<file path="config.mk">
export PLATFORM = sky130hd
export DESIGN_NAME = sorted_key_set
export DESIGN_NICKNAME = d
export VERILOG_FILES = /design/src/sks_pkg.sv /design/src/sks_cell.sv /design/src/sorted_key_set.sv
export SDC_FILE = /design/constraint.sdc
export NUM_CORES = 2
export LEC_CHECK = 0
export ABC_CLOCK_PERIOD_IN_PS = 7250
export BUFFER_PORTS_ARGS = -buffer_cell sky130_fd_sc_hd__buf_2
export CAP_MARGIN = 40
export CORE_ASPECT_RATIO = 0.9
export CORE_UTILIZATION = 45
export DETAILED_ROUTE_END_ITERATION = 8
export GPL_TIMING_DRIVEN = 0
export HOLD_SLACK_MARGIN = 0.1
export PLACE_DENSITY = 0.62
export SLEW_MARGIN = 40
export SYNTH_ARGS = -nofsm -noshare
export SYNTH_HDL_FRONTEND = slang
export SYNTH_SLANG_ARGS = --single-unit
</file>
<file path="constraint.sdc">
create_clock -name clock -period 7.25 [get_ports clock]
set_input_delay 0.3625 -clock clock [delete_from_list [all_inputs] [get_ports clock]]
set_output_delay 0.3625 -clock clock [all_outputs]
set_load 0.01 [all_outputs]
</file>
<file path="src/sks_pkg.sv">
// Shared types, constants and codes for the sorted key set.
// Used by sks_cell and sorted_key_set; no other dependencies.
`default_nettype none
package sks_pkg;

   localparam int CAPACITY = 32;
   localparam int KEY_W    = 32;
   localparam int KIND_W   = 3;
   localparam int STATUS_W = 2;
   localparam int CNT_W    = $clog2(CAPACITY + 1);
   localparam int IDX_W    = $clog2(CAPACITY);

   localparam logic [KIND_W-1:0] KIND_INSERT    = 3'd0;
   localparam logic [KIND_W-1:0] KIND_DELETE    = 3'd1;
   localparam logic [KIND_W-1:0] KIND_SEARCH    = 3'd2;
   localparam logic [KIND_W-1:0] KIND_LIST_ASC  = 3'd3;
   localparam logic [KIND_W-1:0] KIND_LIST_DESC = 3'd4;

   localparam logic [STATUS_W-1:0] STATUS_FAIL = 2'd0;
   localparam logic [STATUS_W-1:0] STATUS_OK   = 2'd1;
   localparam logic [STATUS_W-1:0] STATUS_FULL = 2'd2;

   typedef struct packed {
      logic [KIND_W-1:0]       kind;
      logic signed [KEY_W-1:0] key;
   } req_type;

   typedef struct packed {
      logic [STATUS_W-1:0]     status;
      logic signed [KEY_W-1:0] key_out;
      logic                    last;
   } rsp_type;

   // Command broadcast to every cell of the chain.
   typedef struct packed {
      logic                    ins;
      logic                    del;
      logic signed [KEY_W-1:0] key;
   } cell_cmd_type;

endpackage
`default_nettype wire

</file>
<file path="src/sks_cell.sv">
// One storage cell of the sorted chain: holds a key, compares it with the
// broadcast key and shifts toward either neighbor. Depends on sks_pkg.
`default_nettype none
module sks_cell (
   input  wire logic                             clock,
   input  wire sks_pkg::cell_cmd_type            cmd,
   input  wire logic                             valid_i,
   input  wire logic                             prev_lt,
   input  wire logic signed [sks_pkg::KEY_W-1:0] prev_key,
   input  wire logic signed [sks_pkg::KEY_W-1:0] next_key,
   output logic signed [sks_pkg::KEY_W-1:0]      key_o,
   output logic                                  lt_o,
   output logic                                  eq_o
);

   logic signed [sks_pkg::KEY_W-1:0] key_ff;
   logic signed [sks_pkg::KEY_W-1:0] key_in;

   assign lt_o  = valid_i && ($signed(key_ff) < $signed(cmd.key));
   assign eq_o  = valid_i && (key_ff == cmd.key);
   assign key_o = key_ff;

   // Stored keys form a sorted prefix, so the cells below the key make a
   // prefix too; the first cell outside it is the insertion point.
   always_comb begin
      key_in = key_ff;
      if (cmd.ins && !lt_o) begin
         key_in = prev_lt ? cmd.key : prev_key;
      end else if (cmd.del && !lt_o) begin
         key_in = next_key;
      end
   end

   always_ff @(posedge clock) begin
      key_ff <= key_in;
   end

endmodule
`default_nettype wire

</file>
<file path="src/sorted_key_set.sv">
// Sorted key set: a chain of comparing cells that holds distinct signed keys
// ascending. A request is registered when it is accepted in IDLE; its result is
// registered in EXEC once the output register is free. The request side stalls
// outside IDLE, so a new request is taken only after the last one is through.
// A listing of n keys gives n results, one per cycle while the receiver does not stall.
// Reset clears the entry count and control; stored keys are not cleared.
`default_nettype none
module sorted_key_set (
   input  wire logic             clock,
   input  wire logic             reset,
   input  wire logic             req_valid,
   output logic                  req_stall,
   input  wire sks_pkg::req_type req_data,
   output logic                  rsp_valid,
   input  wire logic             rsp_stall,
   output sks_pkg::rsp_type      rsp_data
);

   localparam logic [1:0] ST_IDLE = 2'd0;
   localparam logic [1:0] ST_EXEC = 2'd1;
   localparam logic [1:0] ST_LIST = 2'd2;

   logic [1:0]                state_ff, state_in;
   sks_pkg::req_type          op_ff, op_in;
   logic [sks_pkg::CNT_W-1:0] count_ff, count_in;
   logic [sks_pkg::CNT_W-1:0] lcnt_ff, lcnt_in;
   logic                      rsp_valid_ff, rsp_valid_in;
   sks_pkg::rsp_type          rsp_data_ff, rsp_data_in;

   sks_pkg::cell_cmd_type            cmd;
   logic signed [sks_pkg::KEY_W-1:0] cell_key [sks_pkg::CAPACITY];
   logic [sks_pkg::CAPACITY-1:0]     cell_lt;
   logic [sks_pkg::CAPACITY-1:0]     cell_eq;

   logic                      req_accept;
   logic                      rsp_free;
   logic                      hit;
   logic                      full;
   logic                      list_last;
   logic [sks_pkg::CNT_W-1:0] desc_pos;
   logic [sks_pkg::IDX_W-1:0] list_idx;

   // The request side is open only while the control is idle; the output
   // register is free when it is empty or its result is taken this cycle.
   assign req_stall  = (state_ff != ST_IDLE);
   assign req_accept = req_valid && !req_stall;
   assign rsp_free   = !rsp_valid_ff || !rsp_stall;
   assign rsp_valid  = rsp_valid_ff;
   assign rsp_data   = rsp_data_ff;

   assign hit  = |cell_eq;
   assign full = (count_ff == sks_pkg::CNT_W'(sks_pkg::CAPACITY));

   // Listing walks the chain by a counter; descending reads it from the top.
   assign list_last = (lcnt_ff == count_ff - sks_pkg::CNT_W'(1));
   assign desc_pos  = count_ff - sks_pkg::CNT_W'(1) - lcnt_ff;
   assign list_idx  = (op_ff.kind == sks_pkg::KIND_LIST_ASC) ?
                      lcnt_ff[sks_pkg::IDX_W-1:0] : desc_pos[sks_pkg::IDX_W-1:0];

   // The chain of cells. Cell zero is always at or past the insertion point
   // when it is not below the key, so it sees a true left neighbor flag.
   for (genvar i = 0; i < sks_pkg::CAPACITY; i++) begin : g_cell
      logic                             valid_w;
      logic                             prev_lt_w;
      logic signed [sks_pkg::KEY_W-1:0] prev_key_w;
      logic signed [sks_pkg::KEY_W-1:0] next_key_w;

      assign valid_w = (count_ff > sks_pkg::CNT_W'(i));

      if (i == 0) begin : g_first
         assign prev_lt_w  = 1'b1;
         assign prev_key_w = cmd.key;
      end else begin : g_mid
         assign prev_lt_w  = cell_lt[i-1];
         assign prev_key_w = cell_key[i-1];
      end

      if (i == sks_pkg::CAPACITY - 1) begin : g_last
         assign next_key_w = cell_key[i];
      end else begin : g_body
         assign next_key_w = cell_key[i+1];
      end

      sks_cell u_cell (
         .clock    (clock),
         .cmd      (cmd),
         .valid_i  (valid_w),
         .prev_lt  (prev_lt_w),
         .prev_key (prev_key_w),
         .next_key (next_key_w),
         .key_o    (cell_key[i]),
         .lt_o     (cell_lt[i]),
         .eq_o     (cell_eq[i])
      );
   end

   // Control: IDLE takes a request, EXEC compares and shifts the chain and
   // writes one result (or starts a listing), LIST emits stored keys.
   always_comb begin
      state_in     = state_ff;
      op_in        = op_ff;
      count_in     = count_ff;
      lcnt_in      = lcnt_ff;
      rsp_valid_in = rsp_valid_ff && rsp_stall;
      rsp_data_in  = rsp_data_ff;
      cmd.ins      = 1'b0;
      cmd.del      = 1'b0;
      cmd.key      = op_ff.key;

      unique case (state_ff)
         ST_IDLE: begin
            if (req_accept) begin
               op_in    = req_data;
               state_in = ST_EXEC;
            end
         end
         ST_EXEC: begin
            if (rsp_free) begin
               rsp_data_in.status  = sks_pkg::STATUS_FAIL;
               rsp_data_in.key_out = '0;
               rsp_data_in.last    = 1'b1;
               rsp_valid_in        = 1'b1;
               state_in            = ST_IDLE;
               unique case (op_ff.kind)
                  sks_pkg::KIND_INSERT: begin
                     if (!hit && full) begin
                        rsp_data_in.status = sks_pkg::STATUS_FULL;
                     end else if (!hit) begin
                        rsp_data_in.status = sks_pkg::STATUS_OK;
                        cmd.ins            = 1'b1;
                        count_in           = count_ff + sks_pkg::CNT_W'(1);
                     end
                  end
                  sks_pkg::KIND_DELETE: begin
                     if (hit) begin
                        rsp_data_in.status = sks_pkg::STATUS_OK;
                        cmd.del            = 1'b1;
                        count_in           = count_ff - sks_pkg::CNT_W'(1);
                     end
                  end
                  sks_pkg::KIND_SEARCH: begin
                     if (hit) begin
                        rsp_data_in.status = sks_pkg::STATUS_OK;
                     end
                  end
                  sks_pkg::KIND_LIST_ASC, sks_pkg::KIND_LIST_DESC: begin
                     // A nonempty store is walked in LIST; an empty one
                     // gives the single failure result written above.
                     if (count_ff != '0) begin
                        rsp_valid_in = rsp_valid_ff && rsp_stall;
                        rsp_data_in  = rsp_data_ff;
                        lcnt_in      = '0;
                        state_in     = ST_LIST;
                     end
                  end
                  default: begin
                  end
               endcase
            end
         end
         ST_LIST: begin
            if (rsp_free) begin
               rsp_valid_in        = 1'b1;
               rsp_data_in.status  = sks_pkg::STATUS_OK;
               rsp_data_in.key_out = cell_key[list_idx];
               rsp_data_in.last    = list_last;
               lcnt_in             = lcnt_ff + sks_pkg::CNT_W'(1);
               if (list_last) begin
                  state_in = ST_IDLE;
               end
            end
         end
         default: begin
            state_in = ST_IDLE;
         end
      endcase
   end

   always_ff @(posedge clock) begin
      if (reset) begin
         state_ff     <= ST_IDLE;
         count_ff     <= '0;
         rsp_valid_ff <= 1'b0;
      end else begin
         state_ff     <= state_in;
         count_ff     <= count_in;
         rsp_valid_ff <= rsp_valid_in;
      end
      op_ff       <= op_in;
      lcnt_ff     <= lcnt_in;
      rsp_data_ff <= rsp_data_in;
   end

`ifndef SYNTHESIS
   a_count_range: assert property (@(posedge clock) disable iff (reset)
      count_ff <= sks_pkg::CNT_W'(sks_pkg::CAPACITY))
      else $error("entry count above capacity");

   a_count_only_exec: assert property (@(posedge clock) disable iff (reset)
      !$past(reset) && (count_ff != $past(count_ff)) |-> $past(state_ff) == ST_EXEC)
      else $error("entry count changed outside the execute step");

   a_accept_exec: assert property (@(posedge clock) disable iff (reset)
      req_accept |=> state_ff == ST_EXEC)
      else $error("accepted request did not reach the execute step");

   a_not_last_is_list: assert property (@(posedge clock) disable iff (reset)
      rsp_valid_ff && !rsp_data_ff.last |-> rsp_data_ff.status == sks_pkg::STATUS_OK)
      else $error("non-final result that is not a listed key");
`endif

endmodule
`default_nettype wire

</file>
==> impl_metrics.yaml <==
synth:
  yosys.area_share.simple_pct: 13.07
  synth-adder-area-share_pct: 14.14
  synth_warnings: 0
  synth-main-ff-cell: "edfxtp_1"
  synth_fp_nets: 9744
  yosysMostFrequentCell: "mux2_2"
  synth_edf_count: 1100
  synth_mux_area_share_pct: 24.05
  yosys.area.top_type_share_pct: 35.98
  avgSynthCellArea_um2: 10.59
  synth_top_family_by_area: "multiplexers"
  synth-seq-cells: 1109
  synthCells: 8668
  async_flop_share_pct: 0
  synthXorXnorAreaFrac_pct: 0.1104
  ys_types: 83
  synth_area_leaders: "edfxtp_1 (36%), mux2_2 (20%), ha_1 (14%)"
  seq_area_frac_synth_pct: 36.18
  synth_top_cell_by_area: "edfxtp_1"
  synth_area_um2: 91800
  synth_compound_area_share_pct: 9.212
  synth_commonest_cells: "mux2_2 (1,601), nand2_1 (1,202), edfxtp_1 (1,100)"
drt:
  num_vias: 80490
  wl_per_cell_um: 34.94
  routed_wl_um: 414000
  drtAntennaViolNets: 0
  dr.pass1.iters: 9
  drt_iter0_drc: 12820
  viasPerCell: 6.793
  drc: 12
cts:
  clock_latency_ns: 0.85
  cts_tree: "built"
  cts_buffers: 142
  clkTransAtPathRegs_ns: 0.06
  clockBufferDepth: 3
  clock-root-buffer: "clkbuf_16"
  htreeDepth: 4
  cts_sinks: 1109
power:
  clockPowerShare_pct: 40.1
  netSwitchingPower_uw: 5652
  p_int_uw: 12120
  power.total_uw: 17770
  p_per_area_nw_per_um2: 172.2
  pwr-share-comb_pct: 19.1
  p_sw_share_pct: 31.80
  ir_worst_vdd_v: 0.0001768
  p_leak_uw: 0.03905
  seq_power_share_pct: 40.8
flow_run:
  drv_cap: 0
die:
  die_area_um2: 205800
  die_h_um: 430.5
  core-area_um2: 201800
  ioPinCount: 76
  start_util_pct: 45.49
  rows: 156
  dieWidth_um: 478.1
sta:
  slew-limit-headroom_pct: 29.28
  setup_viol: 249
  slew_viol_final: 0
  timing.hold.ws_ns: 0.2326
  layout_setup_ws_ns: -0.2641
  final_hold_viol_count: 0
  tightest_slew_ns: 1.061
  rsz0062_at_grt: "false"
  finalClockSkew_ns: 0.04348
  fin_crit_ns: 7.514
  max_freq_mhz: 133.1
  period_share_pct: 103.6
cells_and_area:
  n_fill_cell: 18050
  nets: 10110
  drive_gt1_share_pct: 27.15
  finalInstanceArea_um2: 103200
  stdcell_count: 11850
  area_growth_syn_to_layout_pct: 12.41
global_routing:
  overflow: 0
  antenna_found_initial: 13
  grt_pass1_vias: 74310
  grt_max_degree: 36
  grt_use_total_pct: 38.90
  grt_pass1_wl_um: 569100
setup_path:
  crit_path_end_kind: "register"
  arrival_ns: 8.09
  required_ns: 7.82
  critPathLaunch: "g_cell[0].prev_key_w[16]$_DFFE_PP_"
  r2r-start: "g_cell[0].prev_key_w[16]$_DFFE_PP_"
  cp_max_fo: 26
  critPathLaunchType: "register"
  worstSetupPathType: "reg2reg"
worst_hold_path:
  hold_class: "in2reg"
  hold_start: "req_data[13]"
place:
  dp_cells: 11540
  dpl.hpwl_um: 335500
  place_area_um2: 98150
  io_buffers: 75
  gp_congestion: 1.035
run_status:
  violations: "DRC, setup timing"
  outcome: "finished with violations"
==> power by group through the flow <==
stage               logic [uW]  registers, uW  clock network (uW)
finish                    3390           7260                7130
global route              3500           7260                7290
CTS                       3210           7250                7100
detailed placement        3180           7380                   0
global placement          2940           7400                   0
floorplan                 1720           7330                   0
==> registers in the layout, indices dropped and copies added, names as in the netlist <==
name	count
rsp_valid	1
count_ff	6
g_cell.prev_key_w	32
state_ff	2
op_ff	3
g_cell.u_cell.key_o	1024
rsp_data	35
lcnt_ff	6
==> stage by stage <==
stage	TNS, ns	util, %	setup WS, ns
3_3_place_gp	-3515.50	47.34	-5.460
5_1_grt	0	51.11	0.03307
2_1_floorplan	0	-	1.144
6_report	-24.90	51.13	-0.2641
3_5_place_dp	-14.17	48.63	-0.2002
4_1_cts	0	50.99	0.02008
==> worst paths after layout <==
kind	cells after the start	slack, ns	to
setup / recovery	18	-0.26	g_cell[8].u_cell.key_o[8]$_DFFE_PP_
hold / removal	2	0.23	g_cell[0].prev_key_w[13]$_DFFE_PP_
setup reg to reg	18	-0.26	g_cell[8].u_cell.key_o[8]$_DFFE_PP_
hold reg to reg	2	0.54	state_ff[1]$_SDFFE_PP0P_
==> layout make-up <==
cell class	count	area (um2)	area share, %
repair buffers	227	2547	2.468
plain buffers	549	2484	2.407
clock buffers	176	3872	3.752
diodes	17	42.54	0.04122
clock inverters	77	524.3	0.5080
well taps	2686	3361	3.257
multi-input cells	6822	56380	54.63
inverters	187	779.5	0.7553
flip-flops and latches	1109	33210	32.18
==> cell usage in the layout, fill, tap and decap left out, drive strengths merged, types with 138 or more instances in the layout <==
cell,n
a21oi,426
and3,159
buf,330
clkbuf,583
edfxtp,1100
ha,1036
inv,188
mux2,1640
mux2i,361
nand2,1203
nand3,416
nand4,273
nor2,176
o211ai,138
o21ai,162
==> per-layer routing <==
metal / global-route usage [%] / part of all wire [%]
met3: 12.21 / 14
met2: 51.86 / 39
met4: 18.37 / 5.6
met5: 0 / 0.014
met1: 56.15 / 42
==> repair_timing <==
action | in CTS | in global routing
hold buffers | 38 | 0
setup endpoints to repair | 211 | 54
gates resized for setup | 0 | 0
buffers inserted | 0 | 2
endpoints found under the hold margin | 42 | 0
==> logic make-up after synthesis <==
kind of cell,after synthesis
AOI/OAI and AO/OA,1272
buffers and inverters,737
adders and majority gates,1037
DFF,1109
xor gates and xnor gates,10
muxes,2001
and+or+nand+nor,2502
==> worst max-delay path, stage by stage, from the launching register on <==
cell	delay (ns)
edfxtp_1	0.63
clkbuf_2	0.54
inv_4	0.19
buf_12	0.22
ha_1	0.34
nand4_1	0.12
nor4_1	0.53
nand4_1	0.71
nand4_1	0.57
nor4_4	0.15
nand2_4	0.22
buf_2	0.49
o21a_1	0.25
buf_2	0.73
buf_2	0.68
nor2_4	0.15
buf_8	0.20
buf_8	0.16
buf_16	0.17
Note: power is estimated with default switching activity, not from simulation.
